File: src/rtl/core/assert_macros.svh
// Assertion macros for the RTL modules of the indexed list table, used by the sequencer.
`ifndef ASSERT_MACROS_SVH
`define ASSERT_MACROS_SVH

`ifndef SYNTHESIS

// Property must hold at every rising clock edge outside reset.
`define ILT_ASSERT(lbl, clk, rst_n, prop) \
  lbl: assert property (@(posedge clk) disable iff (!rst_n) (prop)) \
    else $error("assertion failed");

// Expression must never be true at a rising clock edge outside reset.
`define ILT_ASSERT_NEVER(lbl, clk, rst_n, expr) \
  lbl: assert property (@(posedge clk) disable iff (!rst_n) !(expr)) \
    else $error("forbidden condition seen");

`else

`define ILT_ASSERT(lbl, clk, rst_n, prop)
`define ILT_ASSERT_NEVER(lbl, clk, rst_n, expr)

`endif

`endif

File: src/rtl/core/ilt_pkg.sv
// Package with the sizes, codes and types of the indexed list table.
`default_nettype none

package ilt_pkg;

  // Capacity of the list and the widths that follow from it.
  localparam int unsigned CAPACITY = 16;
  localparam int unsigned IDX_W    = (CAPACITY > 2) ? $clog2(CAPACITY) : 1;
  localparam int unsigned CNT_W    = $clog2(CAPACITY + 1);

  // Fixed field widths of the words on the ports.
  localparam int unsigned OP_W     = 3;
  localparam int unsigned VALUE_W  = 32;
  localparam int unsigned INDEX_W  = 4;
  localparam int unsigned POS_W    = 4;
  localparam int unsigned STATUS_W = 2;
  localparam int unsigned COUNT_W  = 5;

  // Width in which an index field and the entry count are compared.
  localparam int unsigned CMP_W = ((CNT_W > INDEX_W) ? CNT_W : INDEX_W) + 1;

  // Operation codes.
  localparam logic [OP_W-1:0] OP_APPEND = 3'd0;
  localparam logic [OP_W-1:0] OP_INSERT = 3'd1;
  localparam logic [OP_W-1:0] OP_REMOVE = 3'd2;
  localparam logic [OP_W-1:0] OP_READ   = 3'd3;
  localparam logic [OP_W-1:0] OP_FIND   = 3'd4;

  // Status codes.
  localparam logic [STATUS_W-1:0] ST_OK        = 2'd0;
  localparam logic [STATUS_W-1:0] ST_FULL      = 2'd1;
  localparam logic [STATUS_W-1:0] ST_BAD_INDEX = 2'd2;
  localparam logic [STATUS_W-1:0] ST_NOT_FOUND = 2'd3;

  // One result word as handed from the sequencer to the output register.
  typedef struct packed {
    logic signed [VALUE_W-1:0] data;
    logic [POS_W-1:0]          position;
    logic [STATUS_W-1:0]       status;
    logic [COUNT_W-1:0]        count;
  } res_t;

endpackage

`default_nettype wire

File: src/rtl/core/ilt_ram.sv
// Generic simple dual-port RAM with one write port and a registered read port.
`default_nettype none

module ilt_ram #(
  parameter int unsigned WIDTH = 32,
  parameter int unsigned DEPTH = 16,
  localparam int unsigned AW   = (DEPTH > 2) ? $clog2(DEPTH) : 1
) (
  input  logic             clk_i,
  input  logic             we_i,
  input  logic [AW-1:0]    waddr_i,
  input  logic [WIDTH-1:0] wdata_i,
  input  logic             re_i,
  input  logic [AW-1:0]    raddr_i,
  output logic [WIDTH-1:0] rdata_o
);

  logic [WIDTH-1:0] mem_q [DEPTH];

  // Write port.
  always_ff @(posedge clk_i) begin
    if (we_i) begin
      mem_q[waddr_i] <= wdata_i;
    end
  end

  // Registered read port, updated only when the read enable is set.
  always_ff @(posedge clk_i) begin
    if (re_i) begin
      rdata_o <= mem_q[raddr_i];
    end
  end

endmodule

`default_nettype wire

File: src/rtl/core/ilt_seq.sv
// Operation sequencer: walks the entry RAM to append, shift, read and search.
`default_nettype none
`include "assert_macros.svh"

module ilt_seq import ilt_pkg::*; (
  input  logic                      clk_i,
  input  logic                      rst_ni,
  input  logic                      in_valid_i,
  output logic                      in_stall_o,
  input  logic [OP_W-1:0]           op_i,
  input  logic signed [VALUE_W-1:0] value_i,
  input  logic [INDEX_W-1:0]        index_i,
  output logic                      ram_we_o,
  output logic [IDX_W-1:0]          ram_waddr_o,
  output logic [VALUE_W-1:0]        ram_wdata_o,
  output logic                      ram_re_o,
  output logic [IDX_W-1:0]          ram_raddr_o,
  input  logic [VALUE_W-1:0]        ram_rdata_i,
  output logic                      res_valid_o,
  output res_t                      res_o,
  input  logic                      res_stall_i
);

  typedef enum logic [2:0] {
    S_IDLE,
    S_SHIFT_UP,
    S_SHIFT_DN,
    S_PUT,
    S_READ,
    S_FIND,
    S_DONE
  } state_e;

  state_e               state_q, state_d;
  logic [CNT_W-1:0]     cnt_q, cnt_d;
  logic [IDX_W-1:0]     ptr_q, ptr_d;
  logic [IDX_W-1:0]     idx_q, idx_d;
  logic [VALUE_W-1:0]   val_q, val_d;
  logic [VALUE_W-1:0]   data_q, data_d;
  logic [POS_W-1:0]     pos_q, pos_d;
  logic [STATUS_W-1:0]  status_q, status_d;

  logic [CMP_W-1:0]     idx_in_c;
  logic [CMP_W-1:0]     cnt_c;
  logic                 full_c;

  assign idx_in_c = CMP_W'(index_i);
  assign cnt_c    = CMP_W'(cnt_q);
  assign full_c   = (cnt_q == CNT_W'(CAPACITY));

  // Items are taken only while no operation is in flight.
  assign in_stall_o  = (state_q != S_IDLE);
  assign res_valid_o = (state_q == S_DONE);

  always_comb begin
    res_o.data     = data_q;
    res_o.position = pos_q;
    res_o.status   = status_q;
    res_o.count    = COUNT_W'(cnt_q);
  end

  // Next-state logic and RAM port control.
  always_comb begin
    state_d     = state_q;
    cnt_d       = cnt_q;
    ptr_d       = ptr_q;
    idx_d       = idx_q;
    val_d       = val_q;
    data_d      = data_q;
    pos_d       = pos_q;
    status_d    = status_q;
    ram_we_o    = 1'b0;
    ram_waddr_o = ptr_q;
    ram_wdata_o = ram_rdata_i;
    ram_re_o    = 1'b0;
    ram_raddr_o = ptr_q;

    case (state_q)
      S_IDLE: begin
        if (in_valid_i) begin
          val_d    = value_i;
          idx_d    = IDX_W'(index_i);
          data_d   = '0;
          pos_d    = '0;
          status_d = ST_OK;
          state_d  = S_DONE;
          case (op_i)
            OP_APPEND: begin
              if (full_c) begin
                status_d = ST_FULL;
              end else begin
                ram_we_o    = 1'b1;
                ram_waddr_o = IDX_W'(cnt_q);
                ram_wdata_o = value_i;
                cnt_d       = cnt_q + CNT_W'(1);
              end
            end
            OP_INSERT: begin
              if (full_c) begin
                status_d = ST_FULL;
              end else if (idx_in_c > cnt_c) begin
                status_d = ST_BAD_INDEX;
              end else if (idx_in_c == cnt_c) begin
                ram_we_o    = 1'b1;
                ram_waddr_o = IDX_W'(cnt_q);
                ram_wdata_o = value_i;
                cnt_d       = cnt_q + CNT_W'(1);
              end else begin
                // Move entries up from the top, one a cycle.
                ram_re_o    = 1'b1;
                ram_raddr_o = IDX_W'(cnt_q - CNT_W'(1));
                ptr_d       = IDX_W'(cnt_q);
                state_d     = S_SHIFT_UP;
              end
            end
            OP_REMOVE: begin
              if (idx_in_c >= cnt_c) begin
                status_d = ST_BAD_INDEX;
              end else if (idx_in_c + CMP_W'(1) == cnt_c) begin
                cnt_d = cnt_q - CNT_W'(1);
              end else begin
                // Move entries down towards the removed place.
                ram_re_o    = 1'b1;
                ram_raddr_o = IDX_W'(index_i) + IDX_W'(1);
                ptr_d       = IDX_W'(index_i);
                state_d     = S_SHIFT_DN;
              end
            end
            OP_READ: begin
              if (idx_in_c >= cnt_c) begin
                status_d = ST_BAD_INDEX;
              end else begin
                ram_re_o    = 1'b1;
                ram_raddr_o = IDX_W'(index_i);
                state_d     = S_READ;
              end
            end
            OP_FIND: begin
              if (cnt_q == '0) begin
                status_d = ST_NOT_FOUND;
              end else begin
                ram_re_o    = 1'b1;
                ram_raddr_o = '0;
                ptr_d       = '0;
                state_d     = S_FIND;
              end
            end
            default: begin
            end
          endcase
        end
      end

      S_SHIFT_UP: begin
        ram_we_o    = 1'b1;
        ram_waddr_o = ptr_q;
        ram_wdata_o = ram_rdata_i;
        if (ptr_q - IDX_W'(1) == idx_q) begin
          state_d = S_PUT;
        end else begin
          ram_re_o    = 1'b1;
          ram_raddr_o = ptr_q - IDX_W'(1) - IDX_W'(1);
          ptr_d       = ptr_q - IDX_W'(1);
        end
      end

      S_PUT: begin
        ram_we_o    = 1'b1;
        ram_waddr_o = idx_q;
        ram_wdata_o = val_q;
        cnt_d       = cnt_q + CNT_W'(1);
        state_d     = S_DONE;
      end

      S_SHIFT_DN: begin
        ram_we_o    = 1'b1;
        ram_waddr_o = ptr_q;
        ram_wdata_o = ram_rdata_i;
        if (CMP_W'(ptr_q) + CMP_W'(2) == cnt_c) begin
          cnt_d   = cnt_q - CNT_W'(1);
          state_d = S_DONE;
        end else begin
          ram_re_o    = 1'b1;
          ram_raddr_o = ptr_q + IDX_W'(1) + IDX_W'(1);
          ptr_d       = ptr_q + IDX_W'(1);
        end
      end

      S_READ: begin
        data_d  = ram_rdata_i;
        state_d = S_DONE;
      end

      S_FIND: begin
        // Compare the word read last cycle and fetch the next one.
        if (ram_rdata_i == val_q) begin
          pos_d    = POS_W'(ptr_q);
          status_d = ST_OK;
          state_d  = S_DONE;
        end else if (CMP_W'(ptr_q) + CMP_W'(1) == cnt_c) begin
          status_d = ST_NOT_FOUND;
          state_d  = S_DONE;
        end else begin
          ram_re_o    = 1'b1;
          ram_raddr_o = ptr_q + IDX_W'(1);
          ptr_d       = ptr_q + IDX_W'(1);
        end
      end

      S_DONE: begin
        if (!res_stall_i) begin
          state_d = S_IDLE;
        end
      end

      default: begin
        state_d = S_IDLE;
      end
    endcase
  end

  // State and result registers.
  always_ff @(posedge clk_i or negedge rst_ni) begin
    if (!rst_ni) begin
      state_q  <= S_IDLE;
      cnt_q    <= '0;
      ptr_q    <= '0;
      idx_q    <= '0;
      val_q    <= '0;
      data_q   <= '0;
      pos_q    <= '0;
      status_q <= ST_OK;
    end else begin
      state_q  <= state_d;
      cnt_q    <= cnt_d;
      ptr_q    <= ptr_d;
      idx_q    <= idx_d;
      val_q    <= val_d;
      data_q   <= data_d;
      pos_q    <= pos_d;
      status_q <= status_d;
    end
  end

  // The entry count never passes the capacity.
  `ILT_ASSERT(a_cnt_bound, clk_i, rst_ni, cnt_q <= CNT_W'(CAPACITY))
  // An accepted word always starts an operation.
  `ILT_ASSERT(a_accept_busy, clk_i, rst_ni, (in_valid_i && !in_stall_o) |=> (state_q != S_IDLE))
  // The count moves by at most one per operation step.
  `ILT_ASSERT(a_cnt_step, clk_i, rst_ni, (cnt_q != $past(cnt_q)) |-> ((cnt_q == $past(cnt_q) + CNT_W'(1)) || (cnt_q == $past(cnt_q) - CNT_W'(1))))
  // No entry is written while a result waits for hand-off.
  `ILT_ASSERT_NEVER(a_no_write_done, clk_i, rst_ni, ram_we_o && (state_q == S_DONE))

endmodule

`default_nettype wire

File: src/rtl/core/indexed_list_table.sv
// Top level of the indexed list table: sequencer, entry RAM and output register.
//
//   Channel  Direction  Handshake                 Fields
//   in       input      in_valid_i / in_stall_o   op_i, value_i, index_i
//   out      output     out_valid_o / out_stall_i data_o, position_o, status_o, count_o
//
// One operation is in flight at a time; the entry RAM moves one entry per cycle.
// Append, insert at the count, and failed or unused operations go straight to the result;
// read waits for its RAM word, remove and insert shift the entries above the index one at
// a time, and find scans from position 0 up to the first match or the count.
// Reset clears the count and control state at once; no clearing pass is needed.
// A stalled output holds its word while the next operation runs behind it.
`default_nettype none

module indexed_list_table import ilt_pkg::*; (
  input  logic                       clk_i,
  input  logic                       rst_ni,
  input  logic                       in_valid_i,
  output logic                       in_stall_o,
  input  logic [OP_W-1:0]            op_i,
  input  logic signed [VALUE_W-1:0]  value_i,
  input  logic [INDEX_W-1:0]         index_i,
  output logic                       out_valid_o,
  input  logic                       out_stall_i,
  output logic signed [VALUE_W-1:0]  data_o,
  output logic [POS_W-1:0]           position_o,
  output logic [STATUS_W-1:0]        status_o,
  output logic [COUNT_W-1:0]         count_o
);

  logic                ram_we;
  logic [IDX_W-1:0]    ram_waddr;
  logic [VALUE_W-1:0]  ram_wdata;
  logic                ram_re;
  logic [IDX_W-1:0]    ram_raddr;
  logic [VALUE_W-1:0]  ram_rdata;

  logic                res_valid;
  logic                res_stall;
  res_t                res;

  logic                out_valid_q, out_valid_d;
  res_t                out_q, out_d;
  logic                load;

  // Operation sequencer.
  ilt_seq u_seq (
    .clk_i       (clk_i),
    .rst_ni      (rst_ni),
    .in_valid_i  (in_valid_i),
    .in_stall_o  (in_stall_o),
    .op_i        (op_i),
    .value_i     (value_i),
    .index_i     (index_i),
    .ram_we_o    (ram_we),
    .ram_waddr_o (ram_waddr),
    .ram_wdata_o (ram_wdata),
    .ram_re_o    (ram_re),
    .ram_raddr_o (ram_raddr),
    .ram_rdata_i (ram_rdata),
    .res_valid_o (res_valid),
    .res_o       (res),
    .res_stall_i (res_stall)
  );

  // Entry store.
  ilt_ram #(
    .WIDTH (VALUE_W),
    .DEPTH (CAPACITY)
  ) u_ram (
    .clk_i   (clk_i),
    .we_i    (ram_we),
    .waddr_i (ram_waddr),
    .wdata_i (ram_wdata),
    .re_i    (ram_re),
    .raddr_i (ram_raddr),
    .rdata_o (ram_rdata)
  );

  // Output register: takes a new result when empty or being drained.
  assign res_stall   = out_valid_q && out_stall_i;
  assign load        = res_valid && !res_stall;
  assign out_valid_d = load || (out_valid_q && out_stall_i);
  assign out_d       = load ? res : out_q;

  always_ff @(posedge clk_i or negedge rst_ni) begin
    if (!rst_ni) begin
      out_valid_q <= 1'b0;
    end else begin
      out_valid_q <= out_valid_d;
    end
  end

  always_ff @(posedge clk_i) begin
    out_q <= out_d;
  end

  assign out_valid_o = out_valid_q;
  assign data_o      = out_q.data;
  assign position_o  = out_q.position;
  assign status_o    = out_q.status;
  assign count_o     = out_q.count;

endmodule

`default_nettype wire

File: config.mk
export PLATFORM = sky130hd
export DESIGN_NAME = indexed_list_table
export DESIGN_NICKNAME = d
export VERILOG_FILES = /design/src/rtl/core/ilt_pkg.sv /design/src/rtl/core/ilt_ram.sv /design/src/rtl/core/ilt_seq.sv /design/src/rtl/core/indexed_list_table.sv
export VERILOG_INCLUDE_DIRS = /design/src /design/src/rtl/core
export SDC_FILE = /design/constraint.sdc
export NUM_CORES = 1
export LEC_CHECK = 0
export BUFFER_PORTS_ARGS = -buffer_cell sky130_fd_sc_hd__buf_4
export CAP_MARGIN = 15
export CORE_MARGIN = 2
export CORE_UTILIZATION = 30
export DETAILED_ROUTE_END_ITERATION = 8
export SYNTH_ARGS = -nofsm -noshare
export SYNTH_HDL_FRONTEND = slang
export SYNTH_HIERARCHICAL = 1
export SYNTH_SLANG_ARGS = --single-unit
File: constraint.sdc
create_clock -name clk_i -period 8.35 [get_ports clk_i]
set_input_delay 1.2525 -clock clk_i [delete_from_list [all_inputs] [get_ports clk_i]]
set_output_delay 1.2525 -clock clk_i [all_outputs]
set_load 0.02 [all_outputs]
==> impl_metrics.toml, run 1 <==
[sta]
hold_slack_ns = 0.444
clock.fmax_mhz = 180
rsz0062_at_grt = "false"
slew-limit-headroom_pct = 15.6
skew_ns = 0.0368
final_max_slew_viol_count = 0
setup-violations-final = 0
finalCriticalPeriod_ns = 5.55
worstMarginPinSlew_ns = 1.26
setup_tns_ns = 0
period_share_pct = 66.5
hold_violations = 0

[power]
combPwrFrac_pct = 39.8
intPower_uw = 9260
pwr-share-seq_pct = 37.9
fin_total_pwr_uw = 14700
switching_share_pct = 36.8
p_clk_share_pct = 22.3
irDropWorstVdd_mv = 0.316
cellLeakagePower_uw = 0.0111
power_density_mw_per_mm2 = 454
p_sw_uw = 5400

[drt]
via_per_inst = 5.23
dr.pass1.iters = 6
drtIter0Drc = 1797
drt_wl_total_um = 72700
antenna_left = 0
drc = 0
wl_per_cell_um = 24.3
vias = 15600

[global_routing]
grt_use_total_pct = 15.3
first_global_vias = 15700
grt_pass1_wl_um = 107000
met1_usage_pct = 21.7
top_usage_layer = "met2"
gr-usage-met3_pct = 3.27
grt.met2_usage_pct = 23.7
grt_max_degree = 71
grt-ovfl-total = 0
antenna_found_initial = 1

[clock_network]
cts-root-buf = "clkbuf_16"
cts_hold_buf = 0
cts_setup_buffers = 0
clk_pin_slew_ns = 0.07
cts.repair.resized = 0
htree_levels = 3
cts_made_buffers = 70
cts_tree = "done"
worstSkewPairLatency_ns = 0.62
clockBufferDepth = 3
cts.sinks = 674

[hold_path]
hp-class = "flop to flop"

[final_layout]
drive_above_1_share_pct = 22.7
fin_area_mm2 = 0.0323
areaGrowthSynthToFinish_pct = 17.1
antenna_cells = 0
utilization_pct = 35.3
nNetsFinal = 1799

[worst_setup_path]
critPathRequiredTime_ns = 8.60
worstPathBufferInverterCount = 4
cpPeakStageDelay_ns = 0.77
path_cells = "inv_1 > ha_1 > nand4_1 > or2_1 > nand2_1 > o2111ai_1 > nand2b_1 > a21o_1 > buf_4 > a222oi_1 > inv_1 > nand2b_1 > nor2_4 > buf_4"
path_class = "flop to flop"
arrival_ns = 5.81
startpoint_type = "flop"
end_kind = "flop"
critPathMaxFanout = 35
path_delay_family = "simple AND/OR/NAND/NOR gates"
crit_slowest_cell = "dfrtp_1"

[placed_design]
dpl-instance-area_mm2 = 0.0297
gp_congestion = 0.860
dpl.hpwl_um = 44700
portBuffers = 87

[logic_synthesis]
syn_inst = 1646
synth_seq_area_share_pct = 71.9
synth-seq-cells = 674
yosys_warnings = 6
synth_nets = 1701
netlist_area_mm2 = 0.0275
synth-async-reset-ratio_pct = 12.9
avgSynthCellArea_um2 = 16.7
synth_edf_count = 587
yosysUniqueCellTypes = 77
synth-main-ff-cell = "edfxtp_1"

[die]
die-area_mm2 = 0.0943
dieHeight_um = 307
die_w_um = 307
coreArea_mm2 = 0.0914
ioPinCount = 88
start_util_pct = 30.1
rows = 111

[run_status]
status = "finished clean"

[flow_run]
maxCapViolations = 0
## layout make-up
class | instances | area (µm²)
clock buffer | 87 | 1920
tap | 1186 | 1480
timing repair buffer | 120 | 998
inverter | 53 | 204
multi-input combinational | 825 | 7320
fill | 8543 | 59100
sequential | 674 | 19800
clock inverter | 41 | 527
## through the flow
stage	setup WS [ns]	cells
6_report	2.80	2986
5_1_grt	2.55	2986
4_1_cts	2.78	2982
3_5_place_dp	2.59	2854
3_3_place_gp	2.72	2854
2_1_floorplan	1.97	1646
## power groups by stage
stage	Sequential, µW	Clock [µW]	Combinational, µW
CTS	5550	3330	5850
detailed placement	5620	0	5830
global placement	5590	0	5740
finish	5550	3270	5830
global route	5620	3470	6300
floorplan	5410	0	4040
## cells by family after synthesis
group | after synthesis | synth area share [%]
and+or+nand+nor | 402 | 6.43
muxes | 133 | 10.7
DFF | 674 | 71.9
adders and majority gates | 12 | 0.545
buffers and inverters | 147 | 2.29
xor gates and xnor gates | 59 | 2.00
AOI/OAI and AO/OA | 219 | 6.17
## synth_stat cells (5+ instances only)
library cell	n	area [µm²]
nor4_1	9	56.3
a22oi_1	68	510
nor3_1	20	100
a222oi_1	36	360
nor2b_1	6	37.5
inv_1	49	184
buf_4	13	97.6
a21o_1	6	45.0
clkbuf_1	43	161
buf_2	20	100
a21oi_1	19	95.1
nand4b_1	5	43.8
nand3_1	45	225
a31oi_1	10	62.6
o21ai_0	23	115
edfxtp_1	587	17600
nor2_1	49	184
buf_1	17	63.8
mux4_2	128	2880
nand2b_1	6	37.5
ha_1	12	150
dfrtp_1	87	2180
nand2_1	238	893
xor2_1	38	333
o31ai_1	8	60.1
xnor2_1	18	158
## routing by layer
metal	wire length, µm	part of all wire (%)
met5	20	0.028
met4	1660	2.3
met3	6050	8.3
met2	33500	46
met1	31500	43
## worst reg2reg max path, stage by stage, from the launching register on
cell and delay [ns]:
dfrtp_1 0.77, inv_1 0.36, ha_1 0.39, nand4_1 0.09
or2_1 0.29, nand2_1 0.13, o2111ai_1 0.27, nand2b_1 0.25
a21o_1 0.18, buf_4 0.27, a222oi_1 0.45, inv_1 0.23
nand2b_1 0.38, nor2_4 0.62, buf_4 0.47
## path summary, 6_finish.rpt
check | startpoint | end | slack [ns] | depth (start not counted)
worst max-delay path | u_seq/cnt_q[2]$_DFFE_PN0P_ | u_ram/mem_q[14][7]$_DFFE_PP_ | 2.80 | 14
worst min-delay path | u_seq/data_q[18]$_DFFE_PN0P_ | data_o[18]$_DFFE_PP_ | 0.44 | 0
worst max register to register | u_seq/cnt_q[2]$_DFFE_PN0P_ | u_ram/mem_q[14][7]$_DFFE_PP_ | 2.80 | 14
worst min register to register | u_seq/data_q[18]$_DFFE_PN0P_ | data_o[18]$_DFFE_PP_ | 0.44 | 0
max in group asynchronous | rst_ni | u_seq/val_q[11]$_DFFE_PN0P_ | 6.56 | 2
min in group asynchronous | rst_ni | u_seq/idx_q[3]$_DFFE_PN0P_ | 0.61 | 1
## sequential cells by signal (all words and copies together), names as in the netlist, 4 cells and up
name	count
data_o	32
u_seq/ptr_q	4
u_seq/val_q	32
u_seq/idx_q	4
u_seq/pos_q	4
position_o	4
u_ram/mem_q	512
u_ram/rdata_o	32
u_seq/data_q	32
u_seq/cnt_q	5
count_o	5
## cell usage in the layout, fill, tap and decap left out, drive strengths merged, types with 46 or more instances in the layout
cell type  count
a22oi         68
nor2          49
nand2        238
mux4         128
inv           52
nand3         46
edfxtp       587
buf          120
clkbuf        87
dfrtp         87
No activity file was read; power rests on OpenSTA's default activity.
==> run 2: changes to the inputs <==
==> constraint.sdc (replaced) <==
create_clock -name clk_i -period 5.28 [get_ports clk_i]
set_input_delay 0.792 -clock clk_i [delete_from_list [all_inputs] [get_ports clk_i]]
set_output_delay 0.792 -clock clk_i [all_outputs]
set_load 0.02 [all_outputs]
==> impl_metrics.toml, run 2 (synthesis results as in run 1) <==
[clock_network]
cts-root-buf = "clkbuf_16"
clk_pin_slew_ns = 0.06
cts.repair.resized = 0
cts_tree = "done"
clockBufferDepth = 3
worstSkewPairLatency_ns = 0.61
cts_setup_buffers = 0
htree_levels = 3
cts.sinks = 674
cts_made_buffers = 71
cts_hold_buf = 0

[sta]
hold_slack_ns = 0.194
setup-violations-final = 0
clock.fmax_mhz = 221
skew_ns = 0.0176
worstMarginPinSlew_ns = 1.04
final_max_slew_viol_count = 0
rsz0062_at_grt = "false"
setup_tns_ns = 0
period_share_pct = 85.8
finalCriticalPeriod_ns = 4.53
slew-limit-headroom_pct = 30.7
hold_violations = 0

[power]
p_clk_share_pct = 21.1
intPower_uw = 15000
switching_share_pct = 36.5
irDropWorstVdd_mv = 0.441
cellLeakagePower_uw = 0.0113
power_density_mw_per_mm2 = 723
p_sw_uw = 8630
combPwrFrac_pct = 42.4
pwr-share-seq_pct = 36.5

[worst_setup_path]
critPathMaxFanout = 21
startpoint_type = "flop"
arrival_ns = 4.99
path_class = "flop to flop"
ff2ff_path_depth = 12
critPathRequiredTime_ns = 5.74
end_kind = "flop"

[die]
ioPinCount = 88
die_w_um = 307
start_util_pct = 30.1
die-area_mm2 = 0.0943
rows = 111
coreArea_mm2 = 0.0914
dieHeight_um = 307

[placed_design]
gp_congestion = 0.858
dpl.hpwl_um = 45500
portBuffers = 87
placedCellCount = 2897

[final_layout]
regArea_mm2 = 0.0198
nNetsFinal = 1840
top_register = "u_ram/mem_q"
layout_common_cells = "587 x edfxtp_1, 237 x nand2_1, 131 x buf_4"
largest_reg_flops = 512
layout.cells.non_filler = 3028
antenna_cells = 0
fillers = 8540
areaGrowthSynthToFinish_pct = 18.8
layout_commonest_cell = "edfxtp_1"
drive_above_1_share_pct = 23.8
multi_input_comb_area_mm2 = 0.00733

[hold_path]
hp-class = "primary input to asynchronous set/reset pin"

[global_routing]
antenna_found_initial = 0
grt-ovfl-total = 0
first_global_vias = 15900
grt_pass1_wl_um = 110000
grt_use_total_pct = 15.9
grt_max_degree = 55

[drt]
vias = 16000
wl_per_cell_um = 24.9
drt_wl_total_um = 75400
via_per_inst = 5.29
dr.pass1.iters = 6
drc = 0
drtIter0Drc = 1933
antenna_left = 0

[flow_run]
maxCapViolations = 0

[run_status]
status = "finished clean"
[run 2: power by group through the flow]
| stage | registers (µW) | logic, µW | clock network (µW) |
|---|---|---|---|
| after global placement | 8690 | 9880 | 0 |
| after detailed placement | 8730 | 10000 | 0 |
| after CTS | 8630 | 10100 | 5100 |
| final | 8640 | 10000 | 5000 |
| after global routing | 8730 | 10800 | 5300 |
| after floorplan | 8560 | 6400 | 0 |
[run 2: worst max-delay path, cell delays in order, from the launching register on]
cell	delay [ns]
edfxtp_1	0.62
xor2_1	0.30
nor4_1	0.43
nand4_1	0.30
o22ai_2	0.43
nor2_1	0.17
a211oi_2	0.32
nand4b_1	0.16
a21o_1	0.30
nor2b_4	0.80
buf_4	0.32
a22oi_1	0.08
nand2_1	0.13
[run 2: cell type report]
cell class | count | share of cell area, %
sequential | 674 | 60.5
multi-input combinational | 825 | 22.4
clock buffer | 95 | 6.02
timing repair buffer | 160 | 4.80
tap | 1186 | 4.53
clock inverter | 35 | 1.12
inverter | 53 | 0.623
[run 2: per-layer routing]
| layer | vias up | GRT usage (%) | share of wire (%) |
|---|---|---|---|
| met4 | 0 | 3.86 | 2.0 |
| met2 | 709 | 25.2 | 47 |
| met5 | - | 0 | 0 |
| met3 | 105 | 3.21 | 8.0 |
| met1 | 8423 | 22.6 | 43 |
| li1 | 6766 | - | - |
[run 2: worst paths after layout]
| check | slack (ns) | end | from |
|---|---|---|---|
| worst max-delay path | 0.75 | u_ram/rdata_o[11]$_DFFE_PP_ | u_ram/rdata_o[17]$_DFFE_PP_ |
| worst min-delay path | 0.19 | u_seq/ptr_q[2]$_DFFE_PN0P_ | rst_ni |
| worst max register to register | 0.75 | u_ram/rdata_o[11]$_DFFE_PP_ | u_ram/rdata_o[17]$_DFFE_PP_ |
| worst min register to register | 0.45 | data_o[6]$_DFFE_PP_ | u_seq/data_q[6]$_DFFE_PN0P_ |
| max in group asynchronous | 3.95 | u_seq/status_q[0]$_DFFE_PN0P_ | rst_ni |
| min in group clk_i | 0.41 | u_seq/val_q[3]$_DFFE_PN0P_ | value_i[3] |
[run 2: stage by stage]
step / setup slack (ns) / util [%] / cell area, µm² / power [µW]
2_1_floorplan: -0.270 / - / 27600 / 15000
3_3_place_gp: 0.655 / 33.2 / 30400 / 18600
3_5_place_dp: 0.599 / 33.2 / 30400 / 18700
4_1_cts: 0.840 / 35.8 / 32700 / 23800
5_1_grt: 0.556 / 35.8 / 32700 / 24800
6_report: 0.750 / 35.8 / 32700 / 23700
==> run 3: changes to the inputs <==
--- a/config.mk
+++ b/config.mk
@@ -8,6 +8,7 @@
 export LEC_CHECK = 0
 export BUFFER_PORTS_ARGS = -buffer_cell sky130_fd_sc_hd__buf_4
 export CAP_MARGIN = 15
+export CORE_ASPECT_RATIO = 2
 export CORE_MARGIN = 2
 export CORE_UTILIZATION = 30
 export DETAILED_ROUTE_END_ITERATION = 8
==> impl_metrics.toml, run 3 (synthesis results as in run 1) <==
[power]
power_density_mw_per_mm2 = 702
irDropWorstVdd_mv = 0.563
cellLeakagePower_uw = 0.0110

[clock_network]
cts.repair.resized = 0
clk_pin_slew_ns = 0.08
worstSkewPairLatency_ns = 0.62
cts_made_buffers = 51
cts.sinks = 674
cts_tree = "done"
cts-root-buf = "clkbuf_16"
htree_levels = 2
clockBufferDepth = 3
cts_hold_buf = 0
cts_setup_buffers = 0

[worst_setup_path]
reg2reg_from = "u_seq/ptr_q[1]$_DFFE_PN0P_"
ff2ff_path_depth = 13
critPathMaxFanout = 22
path_class = "flop to flop"
arrival_ns = 5.17
end_kind = "flop"
rrSetupSlack_ns = 0.46
startpoint_type = "flop"
r2r_end = "u_ram/rdata_o[8]$_DFFE_PP_"
critPathRequiredTime_ns = 5.64

[hold_path]
hp-class = "primary input to asynchronous set/reset pin"

[sta]
final_max_slew_viol_count = 0
setup-violations-final = 0
hold_violations = 0
finalCriticalPeriod_ns = 4.82
hold_slack_ns = 0.151
rsz0062_at_grt = "false"
worstMarginPinSlew_ns = 1.12
fin_ws_ns = 0.464
period_share_pct = 91.2
slew-limit-headroom_pct = 25.6
skew_ns = 0.0184
clock.fmax_mhz = 208

[placed_design]
portBuffers = 87
dp_slack_ns = 0.490
gp_congestion = 0.929
dpl.hpwl_um = 51000

[drt]
dr.pass1.iters = 7
via_per_inst = 5.15
drc = 0
antenna_left = 0
drt_wl_total_um = 77100
vias = 15500
drtIter0Drc = 1627
wl_per_cell_um = 25.7

[final_layout]
fillers = 8585
multi_input_comb_area_mm2 = 0.00732
nNetsFinal = 1820
drive_above_1_share_pct = 22.9
layout_commonest_cell = "edfxtp_1"
regArea_mm2 = 0.0198
layout_common_cells = "587 x edfxtp_1, 237 x nand2_1, 138 x buf_4"
top_register = "u_ram/mem_q"
utilization_pct = 35.0
areaGrowthSynthToFinish_pct = 15.9
largest_reg_flops = 512

[flow_run]
maxCapViolations = 0

[global_routing]
first_global_vias = 16400
grt_use_total_pct = 16.3
antenna_found_initial = 6
grt-ovfl-total = 0
grt_pass1_wl_um = 112000
grt_max_degree = 54

[die]
rows = 157
ioPinCount = 88
die-area_mm2 = 0.0944
start_util_pct = 30.2
die_w_um = 218
dieHeight_um = 433
coreArea_mm2 = 0.0913

[run_status]
status = "finished clean"
## run 3: cell types whose count changed in the layout (fill, tap and decap cells not counted), sizes merged
cell      previous run  this run
bufinv               7         3
clkbuf              95        66
clkinv              21        22
clkinvlp             5         6
diode                0         2
inv                 55        51
## run 3: stage by stage
step                total power [µW]  setup TNS (ns)  instance area (µm²)  instances
detailed placement             18800               0                30300       2904
floorplan                      15000          -17.31                27600       1646
finish                         22400               0                31900       3001
global placement               18500               0                30300       2903
global route                   23500               0                31900       3001
CTS                            22600               0                31900       2999
## run 3: where the power goes
part           internal [µW]  switching (µW)
logic                   4020            5950
clock network           2010            1850
registers               7910             682
total                  13900            8490
## run 3: final cells by class
cell class / count / area share [%]
well taps: 1192 / 4.67
clock buffers: 66 / 4.33
flip-flops and latches: 674 / 62.0
inverters: 53 / 0.639
clock inverters: 29 / 0.776
multi-input cells: 825 / 22.9
diodes: 2 / 0.0157
repair buffers: 160 / 4.60
## run 3: per-layer routing
metal	GRT usage, %	up-vias	wire [µm]
li1	-	6666	-
met1	17.0	8107	26800
met2	31.1	507	42400
met3	1.74	174	3140
met4	9.51	4	4670
met5	0	-	26
## run 3: worst max path at each step
stage | startpoint | to | slack, ns | depth (start not counted)
final | u_seq/ptr_q[1]$_DFFE_PN0P_ | u_ram/rdata_o[8]$_DFFE_PP_ | 0.46 | 13
after global placement | index_i[0] | u_ram/rdata_o[23]$_DFFE_PP_ | 0.55 | 16
after global routing | u_seq/ptr_q[1]$_DFFE_PN0P_ | u_ram/rdata_o[8]$_DFFE_PP_ | 0.42 | 13
after CTS | u_seq/ptr_q[1]$_DFFE_PN0P_ | u_ram/rdata_o[8]$_DFFE_PP_ | 0.60 | 13
after detailed placement | index_i[0] | u_ram/rdata_o[30]$_DFFE_PP_ | 0.49 | 16
after floorplan | index_i[0] | u_ram/mem_q[8][0]$_DFFE_PP_ | -0.27 | 13
## run 3: critical path: stages (launching register included)
cell	delay [ns]
dfrtp_1	0.70
inv_1	0.30
ha_1	0.27
a21boi_0	0.41
xnor3_1	0.29
or4_4	0.46
nand3_2	0.15
nor2_1	0.06
a221oi_1	0.51
nand4b_1	0.31
and2_2	0.40
buf_12	0.23
a22oi_1	0.33
nand2_1	0.09
